**src/design/skbh_pkg.sv**
```systemverilog
`default_nettype none
package skbh_pkg;

	localparam int unsigned ByteW = 8;
	localparam int unsigned CrcW = 32;
	localparam int unsigned HashW = 64;
	localparam int unsigned SizeW = 31;
	localparam int unsigned IndexW = 30;
	localparam int unsigned MixSteps = 8;
	localparam int unsigned QueueDepthDefault = 2;

	localparam logic [CrcW-1:0] CrcPoly = 32'hEDB88320;
	localparam logic [31:0] KnuthMult = 32'd2654435761;
	localparam logic [SizeW-1:0] TableSizeReset = 31'd256;

	typedef struct packed {
		logic valid;
		logic [CrcW-1:0] crc;
	} crc_push_t;

	function automatic logic [CrcW-1:0] crc_entry(input logic [ByteW-1:0] idx);
		logic [CrcW-1:0] v;
		v = {{(CrcW-ByteW){1'b0}}, idx};
		for (int k = 0; k < 8; k++) begin
			v = v[0] ? ((v >> 1) ^ CrcPoly) : (v >> 1);
		end
		return v;
	endfunction

	function automatic logic [CrcW-1:0] crc_byte(input logic [CrcW-1:0] crc,
			input logic [ByteW-1:0] b);
		return crc_entry(crc[ByteW-1:0] ^ b) ^ (crc >> 8);
	endfunction

endpackage
`default_nettype wire

```
**src/design/skbh_key_if.sv**
```systemverilog
`default_nettype none
interface skbh_key_if;
	logic valid;
	logic ready;
	logic [skbh_pkg::ByteW-1:0] key_byte;
	logic byte_present;
	logic last_byte;

	modport source(output valid, output key_byte, output byte_present, output last_byte,
		input ready);
	modport sink(input valid, input key_byte, input byte_present, input last_byte,
		output ready);
endinterface
`default_nettype wire

```
**src/design/skbh_bucket_if.sv**
```systemverilog
`default_nettype none
interface skbh_bucket_if;
	logic valid;
	logic ready;
	logic [skbh_pkg::IndexW-1:0] bucket_index;

	modport source(output valid, output bucket_index, input ready);
	modport sink(input valid, input bucket_index, output ready);
endinterface
`default_nettype wire

```
**src/design/skbh_front.sv**
```systemverilog
`default_nettype none
module skbh_front (
	input wire logic clk,
	input wire logic arst_n,
	skbh_key_if.sink key,
	input wire logic q_full,
	output skbh_pkg::crc_push_t push
);

	logic [skbh_pkg::CrcW-1:0] crc_q;
	logic [skbh_pkg::CrcW-1:0] crc_nx;
	logic acc;

	assign key.ready = !q_full;
	assign acc = key.valid && key.ready;
	assign crc_nx = key.byte_present ? skbh_pkg::crc_byte(crc_q, key.key_byte) : crc_q;

	assign push.valid = acc && key.last_byte;
	assign push.crc = crc_nx;

	always_ff @(posedge clk or negedge arst_n) begin
		if (!arst_n) begin
			crc_q <= '0;
		end else if (acc) begin
			crc_q <= key.last_byte ? '0 : crc_nx;
		end
	end

endmodule
`default_nettype wire

```
**src/design/skbh_queue.sv**
```systemverilog
`default_nettype none
module skbh_queue #(
	parameter int unsigned Depth = skbh_pkg::QueueDepthDefault
) (
	input wire logic clk,
	input wire logic arst_n,
	input wire skbh_pkg::crc_push_t push,
	output logic full,
	output logic pop_valid,
	input wire logic pop_ready,
	output logic [skbh_pkg::CrcW-1:0] pop_crc
);

	localparam int unsigned PtrW = (Depth > 1) ? $clog2(Depth) : 1;
	localparam int unsigned CntW = $clog2(Depth + 1);
	localparam logic [PtrW-1:0] LastPtr = PtrW'(Depth - 1);
	localparam logic [CntW-1:0] FullCnt = CntW'(Depth);

	logic [skbh_pkg::CrcW-1:0] mem_q [Depth];
	logic [PtrW-1:0] wr_q;
	logic [PtrW-1:0] rd_q;
	logic [CntW-1:0] cnt_q;
	logic do_push;
	logic do_pop;

	assign full = (cnt_q == FullCnt);
	assign pop_valid = (cnt_q != '0);
	assign pop_crc = mem_q[rd_q];
	assign do_push = push.valid && !full;
	assign do_pop = pop_valid && pop_ready;

	always_ff @(posedge clk) begin
		if (do_push) begin
			mem_q[wr_q] <= push.crc;
		end
	end

	always_ff @(posedge clk or negedge arst_n) begin
		if (!arst_n) begin
			wr_q <= '0;
			rd_q <= '0;
			cnt_q <= '0;
		end else begin
			if (do_push) begin
				wr_q <= (wr_q == LastPtr) ? '0 : wr_q + 1'b1;
			end
			if (do_pop) begin
				rd_q <= (rd_q == LastPtr) ? '0 : rd_q + 1'b1;
			end
			if (do_push && !do_pop) begin
				cnt_q <= cnt_q + 1'b1;
			end else if (do_pop && !do_push) begin
				cnt_q <= cnt_q - 1'b1;
			end
		end
	end

	a_cnt_bound: assert property (@(posedge clk) disable iff (!arst_n) cnt_q <= FullCnt)
		else $error("queue count overflow");
	a_no_drop: assert property (@(posedge clk) disable iff (!arst_n) push.valid |-> !full)
		else $error("transaction pushed into full queue");

endmodule
`default_nettype wire

```
**src/design/skbh_back.sv**
```systemverilog
`default_nettype none
module skbh_back (
	input wire logic clk,
	input wire logic arst_n,
	input wire logic q_valid,
	output logic q_ready,
	input wire logic [skbh_pkg::CrcW-1:0] q_crc,
	input wire logic [skbh_pkg::SizeW-1:0] table_size,
	skbh_bucket_if.source bucket
);

	typedef enum logic [2:0] {
		S_IDLE,
		S_MIX,
		S_MUL_LO,
		S_MUL_HI,
		S_SUM,
		S_DIV,
		S_DONE
	} state_t;

	localparam int unsigned HashW = skbh_pkg::HashW;
	localparam int unsigned SizeW = skbh_pkg::SizeW;
	localparam logic [2:0] LastMix = 3'(skbh_pkg::MixSteps - 1);
	localparam logic [5:0] LastBit = 6'(HashW - 1);

	state_t state_q;
	logic [2:0] step_q;
	logic [5:0] cnt_q;
	logic [HashW-1:0] k_q;
	logic [HashW-1:0] lo_q;
	logic [31:0] hi_q;
	logic [HashW-1:0] dvd_q;
	logic [SizeW-1:0] rem_q;
	logic [SizeW-1:0] tsz_q;
	logic [skbh_pkg::IndexW-1:0] out_q;

	logic [HashW-1:0] lo_prod;
	logic [31:0] hi_prod;
	logic [SizeW:0] r2;
	logic ge;
	logic [SizeW-1:0] rem_nx;

	function automatic logic [HashW-1:0] mix_step(input logic [HashW-1:0] k,
			input logic [2:0] s);
		logic [HashW-1:0] r;
		case (s)
			3'd0: r = k + (k << 12);
			3'd1: r = k ^ (k >> 22);
			3'd2: r = k + (k << 4);
			3'd3: r = k ^ (k >> 9);
			3'd4: r = k + (k << 10);
			3'd5: r = k ^ (k >> 2);
			3'd6: r = k + (k << 7);
			default: r = k ^ (k >> 12);
		endcase
		return r;
	endfunction

	// (k >> 3) * mult mod 2^64 split into two 32x32 products
	assign lo_prod = 64'(k_q[34:3]) * 64'(skbh_pkg::KnuthMult);
	assign hi_prod = {3'b0, k_q[63:35]} * skbh_pkg::KnuthMult;

	assign r2 = {rem_q, dvd_q[HashW-1]};
	assign ge = (r2 >= {1'b0, tsz_q});
	assign rem_nx = ge ? SizeW'(r2 - {1'b0, tsz_q}) : r2[SizeW-1:0];

	assign q_ready = (state_q == S_IDLE);
	assign bucket.valid = (state_q == S_DONE);
	assign bucket.bucket_index = out_q;

	always_ff @(posedge clk or negedge arst_n) begin
		if (!arst_n) begin
			state_q <= S_IDLE;
			step_q <= '0;
			cnt_q <= '0;
		end else begin
			case (state_q)
				S_IDLE: begin
					if (q_valid) begin
						k_q <= {{(HashW-skbh_pkg::CrcW){1'b0}}, q_crc};
						step_q <= '0;
						state_q <= S_MIX;
					end
				end
				S_MIX: begin
					k_q <= mix_step(k_q, step_q);
					step_q <= step_q + 1'b1;
					if (step_q == LastMix) begin
						state_q <= S_MUL_LO;
					end
				end
				S_MUL_LO: begin
					lo_q <= lo_prod;
					state_q <= S_MUL_HI;
				end
				S_MUL_HI: begin
					hi_q <= hi_prod;
					state_q <= S_SUM;
				end
				S_SUM: begin
					dvd_q <= lo_q + {hi_q, 32'b0};
					rem_q <= '0;
					cnt_q <= '0;
					tsz_q <= table_size;
					state_q <= S_DIV;
				end
				S_DIV: begin
					rem_q <= rem_nx;
					dvd_q <= dvd_q << 1;
					cnt_q <= cnt_q + 1'b1;
					if (cnt_q == LastBit) begin
						out_q <= (tsz_q == '0) ? '0 : rem_nx[skbh_pkg::IndexW-1:0];
						state_q <= S_DONE;
					end
				end
				S_DONE: begin
					if (bucket.ready) begin
						state_q <= S_IDLE;
					end
				end
				default: state_q <= S_IDLE;
			endcase
		end
	end

	a_rem_lt_div: assert property (@(posedge clk) disable iff (!arst_n)
		(state_q == S_DIV && tsz_q != '0) |-> (rem_q < tsz_q))
		else $error("partial remainder not below divisor");
	a_div_len: assert property (@(posedge clk) disable iff (!arst_n)
		(state_q == S_SUM) |=> (state_q == S_DIV && cnt_q == '0))
		else $error("divide did not start clean");
	a_done_leave: assert property (@(posedge clk) disable iff (!arst_n)
		(bucket.valid && bucket.ready) |=> (state_q == S_IDLE))
		else $error("result transaction not retired");

endmodule
`default_nettype wire

```
**src/design/string_key_bucket_hasher.sv**
```systemverilog
// channel      | role | payload                                 | handshake
// key          | in   | key_byte[7:0], byte_present, last_byte  | valid/ready
// bucket       | out  | bucket_index[29:0]                      | valid/ready
// table_size   | cfg  | table_size_wdata[30:0]                  | table_size_we
//
// Key bytes are taken one per cycle while the queue is not full; each CRC update is a
// single table-entry computation. The back end takes a CRC only when idle, mixes it in
// eight steps, multiplies, sums, then runs the one-bit-per-cycle remainder loop.
// A QueueDepth-entry queue holds finished CRCs; key.ready drops only while it is full.
// arst_n clears the CRC, queue and sequencer; table_size resets to 256.
`default_nettype none
module string_key_bucket_hasher #(
	parameter int unsigned QueueDepth = skbh_pkg::QueueDepthDefault
) (
	input wire logic clk,
	input wire logic arst_n,
	skbh_key_if.sink key,
	skbh_bucket_if.source bucket,
	input wire logic table_size_we,
	input wire logic [skbh_pkg::SizeW-1:0] table_size_wdata
);

	logic [skbh_pkg::SizeW-1:0] table_size_q;
	skbh_pkg::crc_push_t push;
	logic q_full;
	logic q_valid;
	logic q_ready;
	logic [skbh_pkg::CrcW-1:0] q_crc;

	always_ff @(posedge clk or negedge arst_n) begin
		if (!arst_n) begin
			table_size_q <= skbh_pkg::TableSizeReset;
		end else if (table_size_we) begin
			table_size_q <= table_size_wdata;
		end
	end

	skbh_front u_front (
		.clk(clk),
		.arst_n(arst_n),
		.key(key),
		.q_full(q_full),
		.push(push)
	);

	skbh_queue #(
		.Depth(QueueDepth)
	) u_queue (
		.clk(clk),
		.arst_n(arst_n),
		.push(push),
		.full(q_full),
		.pop_valid(q_valid),
		.pop_ready(q_ready),
		.pop_crc(q_crc)
	);

	skbh_back u_back (
		.clk(clk),
		.arst_n(arst_n),
		.q_valid(q_valid),
		.q_ready(q_ready),
		.q_crc(q_crc),
		.table_size(table_size_q),
		.bucket(bucket)
	);

endmodule
`default_nettype wire

```
**src/flat_wrapper.sv**
```systemverilog
// flat-port wrapper written by rule: the top's interface ports become plain ports
module string_key_bucket_hasher_flat 
#(
	parameter int unsigned QueueDepth = skbh_pkg::QueueDepthDefault
)
  (clk, arst_n, table_size_we, table_size_wdata, key_valid, key_key_byte, key_byte_present, key_last_byte, key_ready, bucket_valid, bucket_bucket_index, bucket_ready);
  skbh_key_if key_i ();
  skbh_bucket_if bucket_i ();
  input wire logic clk;
  input wire logic arst_n;
  input wire logic table_size_we;
  input wire logic [skbh_pkg::SizeW-1:0] table_size_wdata;
  input wire logic [$bits(key_i.valid)-1:0] key_valid;
  input wire logic [$bits(key_i.key_byte)-1:0] key_key_byte;
  input wire logic [$bits(key_i.byte_present)-1:0] key_byte_present;
  input wire logic [$bits(key_i.last_byte)-1:0] key_last_byte;
  output wire logic [$bits(key_i.ready)-1:0] key_ready;
  output wire logic [$bits(bucket_i.valid)-1:0] bucket_valid;
  output wire logic [$bits(bucket_i.bucket_index)-1:0] bucket_bucket_index;
  input wire logic [$bits(bucket_i.ready)-1:0] bucket_ready;
  assign key_i.valid = key_valid;
  assign key_i.key_byte = key_key_byte;
  assign key_i.byte_present = key_byte_present;
  assign key_i.last_byte = key_last_byte;
  assign key_ready = key_i.ready;
  assign bucket_valid = bucket_i.valid;
  assign bucket_bucket_index = bucket_i.bucket_index;
  assign bucket_i.ready = bucket_ready;
  string_key_bucket_hasher #(.QueueDepth(QueueDepth)) u_core (.clk(clk), .arst_n(arst_n), .key(key_i), .bucket(bucket_i), .table_size_we(table_size_we), .table_size_wdata(table_size_wdata));
endmodule
```
**config.mk**
```make
export PLATFORM = sky130hd
export DESIGN_NAME = string_key_bucket_hasher_flat
export DESIGN_NICKNAME = d
export VERILOG_FILES = /design/src/design/skbh_pkg.sv /design/src/design/skbh_key_if.sv /design/src/design/skbh_bucket_if.sv /design/src/design/skbh_front.sv /design/src/design/skbh_queue.sv /design/src/design/skbh_back.sv /design/src/design/string_key_bucket_hasher.sv /design/src/flat_wrapper.sv
export SDC_FILE = /design/constraint.sdc
export NUM_CORES = 2
export LEC_CHECK = 0
export BUFFER_PORTS_ARGS = -buffer_cell sky130_fd_sc_hd__buf_2
export CAP_MARGIN = 40
export CORE_ASPECT_RATIO = 1.25
export CORE_MARGIN = 2
export CORE_UTILIZATION = 50
export DETAILED_ROUTE_END_ITERATION = 16
export MAX_ROUTING_LAYER = met4
export PLACE_DENSITY = 0.66
export SYNTH_ARGS = -nofsm -noshare
export SYNTH_HDL_FRONTEND = slang
export SYNTH_SLANG_ARGS = --single-unit
```
**constraint.sdc**
```tcl
create_clock -name clk -period 11.3 [get_ports clk]
set_clock_uncertainty 0.15 [all_clocks]
set_input_delay 1.13 -clock clk [delete_from_list [all_inputs] [get_ports clk]]
set_output_delay 1.13 -clock clk [all_outputs]
set_load 0.02 [all_outputs]
```
==> flow_metrics.env <==
export IMPL_power_leakage_uw=0.0319
export IMPL_die_h_microns=396
export IMPL_gp_congestion=1.00
export IMPL_drtIter0Drc=3849
export IMPL_areaGrowthSynthToFinish_pct=7.73
export IMPL_grt_max_degree=79
export IMPL_grt_pass1_vias=49800
export IMPL_finalSetupTns_ns=0
export IMPL_max_cap_violations=0
export IMPL_cts_sinks=459
export IMPL_min_to="u_core.u_back.tsz_q[1]"
export IMPL_multi_input_area_sq_um=43800
export IMPL_viasPerCell=6.04
export IMPL_ys_seq_area_frac=0.217
export IMPL_ios=78
export IMPL_ff2ff_setup_slack_ns=2.38
export IMPL_m1WireLength_microns=80700
export IMPL_r2r_end="u_core.u_back.lo_q[63]"
export IMPL_worst_hold_path_type="reg2reg"
export IMPL_place_ws_ns=2.35
export IMPL_avgRoutedWirePerCell_microns=25.3
export IMPL_fin_crit_sh=0.789
export IMPL_clock_path_buffers=3
export IMPL_final_setup_viol_count=0
export IMPL_layout_area_seq_sq_um=13400
export IMPL_nets=7861
export IMPL_grt_pass1_wl_microns=304000
export IMPL_synth_edf_count=380
export IMPL_avgSynthCellArea_sq_um=9.83
export IMPL_slew_violations=0
export IMPL_start_kind="flop"
export IMPL_top_layer="met4"
export IMPL_max_freq_ghz=0.112
export IMPL_start_util=0.505
export IMPL_ys_flop_type="edfxtp_1"
export IMPL_core_area_sq_um=122000
export IMPL_rr_worst_depth=27
export IMPL_grt_remaining_overflow=0
export IMPL_clockRootBuffer="clkbuf_16"
export IMPL_critical_path_top_delay_family="adder cells"
export IMPL_ys_seq_elements=459
export IMPL_holdBufCountCts=0
export IMPL_critPathKind="reg2reg"
export IMPL_min_from="u_core.table_size_q[1]"
export IMPL_die_width_microns=318
export IMPL_drive_gt1_frac=0.0654
export IMPL_status="finished clean"
export IMPL_critical_path_max_stage_delay_ns=0.56
export IMPL_synth_area_sq_um=61600
export IMPL_tightest_slew_ns=0.957
export IMPL_routed_wl_met2_microns=94200
export IMPL_numCtsBuffers=53
export IMPL_path_clk_slew_ns=0.06
export IMPL_crit_fanout=17
export IMPL_hold_path_depth=0
export IMPL_drt_pass1_iter_count=6
export IMPL_peakVddDrop_uv=232
export IMPL_wl_met3_microns=14400
export IMPL_rsz0062_at_grt="false"
export IMPL_endpoint_kind="flop"
export IMPL_cts_setup_buffers=0
export IMPL_synthesis_nets=7788
export IMPL_cts_tree="done"
export IMPL_powerDensity_nw_per_um2=88.1
export IMPL_yosys_warnings=0
export IMPL_fill_cells=10900
export IMPL_cp_required_ns=11.58
export IMPL_drcViolationCount=0
export IMPL_synth_most_common_cell="inv_1"
export IMPL_ys_async_sr_fraction=0.172
export IMPL_grt_usage=0.328
export IMPL_synth_top_cell_by_area="fa_1"
export IMPL_finalCriticalPeriod_ns=8.92
export IMPL_ys_types=100
export IMPL_vias=48200
export IMPL_std_cell_rows=143
export IMPL_antenna_found_initial=4
export IMPL_clock_latency_ns=0.70
export IMPL_arrival_ns=9.20
export IMPL_cts_resized=0
export IMPL_worst_path_buf_inv=5
export IMPL_h_tree_depth=2
export IMPL_numPortBuffers=77
export IMPL_drt_wl_total_microns=201000
export IMPL_slew_limit_headroom=0.355
export IMPL_syn_inst=6263
export IMPL_cp_slowest_cell="fa_1"
export IMPL_dp_hpwl_microns=161000
export IMPL_hold_viol=0
export IMPL_die_area_sq_um=126000
export IMPL_drt_antenna_violating_nets=0
export IMPL_finish_utilization=0.544
export IMPL_synth_top_area_frac=0.213
export IMPL_netlist_top_cells_area="fa_1, edfxtp_1, ha_1"
export IMPL_cpMostUsedCell="fa_1"
export IMPL_setup_ws_ns=2.38
export IMPL_reg2reg_from="u_core.u_back.k_q[8]"
export IMPL_yosys_top_cells_count="inv_1, ha_1, fa_1"
## placed cells by master, fill, tap and decap left out, types with 18 or more instances in the layout
cell       count
o21a_1        34
nor3_1        54
a21oi_1      350
fa_1         654
a221o_1       20
nand2_1      364
a31oi_1       40
or3_1         23
ha_1         824
nand4_1       33
o21ai_0      284
mux2_2        65
or2_2         18
mux2i_1       67
nand3_1       74
a22o_1        38
a221oi_1      56
buf_2         77
o22ai_1       25
o221ai_1      56
inv_1       1011
and2_1        19
xor2_1       163
nand2b_1      61
o21bai_1      55
xnor2_1      312
a211oi_1      49
nor2_1       299
and3_1        51
a21o_1       178
edfxtp_1     380
nor4_1        18
o211ai_1      56
clkbuf_16     53
dfrtp_1       77
nor2b_1       42
buf_4        106
## how the worst max path moves through the flow
stage	depth (start not counted)	end	slack [ns]	start
after global routing	27	u_core.u_back.lo_q[63]	2.01	u_core.u_back.k_q[8]
after detailed placement	27	u_core.u_back.lo_q[63]	2.35	u_core.u_back.k_q[8]
final	27	u_core.u_back.lo_q[63]	2.38	u_core.u_back.k_q[8]
after CTS	27	u_core.u_back.lo_q[63]	2.40	u_core.u_back.k_q[8]
after global placement	27	u_core.u_back.lo_q[63]	2.49	u_core.u_back.k_q[8]
after floorplan	26	u_core.u_back.lo_q[63]	3.07	u_core.u_back.k_q[8]
## kinds of logic (layout without fill, tap and decap cells)
group / count (synthesis) / in the layout / synth area share
xor gates and xnor gates: 475 / 475 / 0.0676
AOI/OAI and AO/OA: 1422 / 1422 / 0.155
adders and majority gates: 1479 / 1479 / 0.380
buffers and inverters: 1184 / 1301 / 0.0722
muxes: 132 / 132 / 0.0228
other: 0 / 2 / 0
DFF: 459 / 459 / 0.217
and+or+nand+nor: 1112 / 1112 / 0.0847
## flip-flops by register name, summed over array words and instances, names as in the netlist
name,flops
u_core.u_back.rem_q,31
u_core.u_back.state_q,3
u_core.u_back.cnt_q,6
u_core.u_back.step_q,3
u_core.u_queue.mem_q,64
u_core.u_queue.cnt_q,2
u_core.u_back.dvd_q,64
u_core.u_back.tsz_q,31
u_core.u_back.k_q,64
u_core.u_queue.wr_q,1
u_core.u_back.bucket.bucket_index,30
u_core.u_back.hi_q,32
u_core.u_front.crc_q,32
u_core.u_queue.rd_q,1
u_core.table_size_q,31
u_core.u_back.lo_q,64
## per-stage QoR
step / cell area [sq um] / power, uW / std cells / hold WS [ns]
floorplan: 61600 / 3470 / 6263 / 0.271
global placement: 64200 / 3830 / 7869 / 0.275
detailed placement: 64300 / 3860 / 7876 / 0.284
CTS: 66300 / 5890 / 7975 / 0.293
global route: 66300 / 6140 / 7977 / 0.304
finish: 66300 / 5850 / 7977 / 0.293
## where the power goes
group          internal (uW)  switching [uW]
logic                    666             892
registers               2170             108
clock network           1220             788
total                   4060            1790
## routing by layer
metal,up-vias,track usage
met3,676,0.0448
met4,0,0.161
met5,-,-
li1,21800,-
met2,2009,0.538
met1,23600,0.401
## final cells by class
class,count,share of cell area
antenna,2,0.0000754
sequential,459,0.202
clock buffer,63,0.0212
clock inverter,36,0.00924
multi-input combinational,4620,0.660
timing repair buffer,188,0.0199
inverter,1014,0.0574
tap,1595,0.0301
Power figures use the tool's default switching activity.
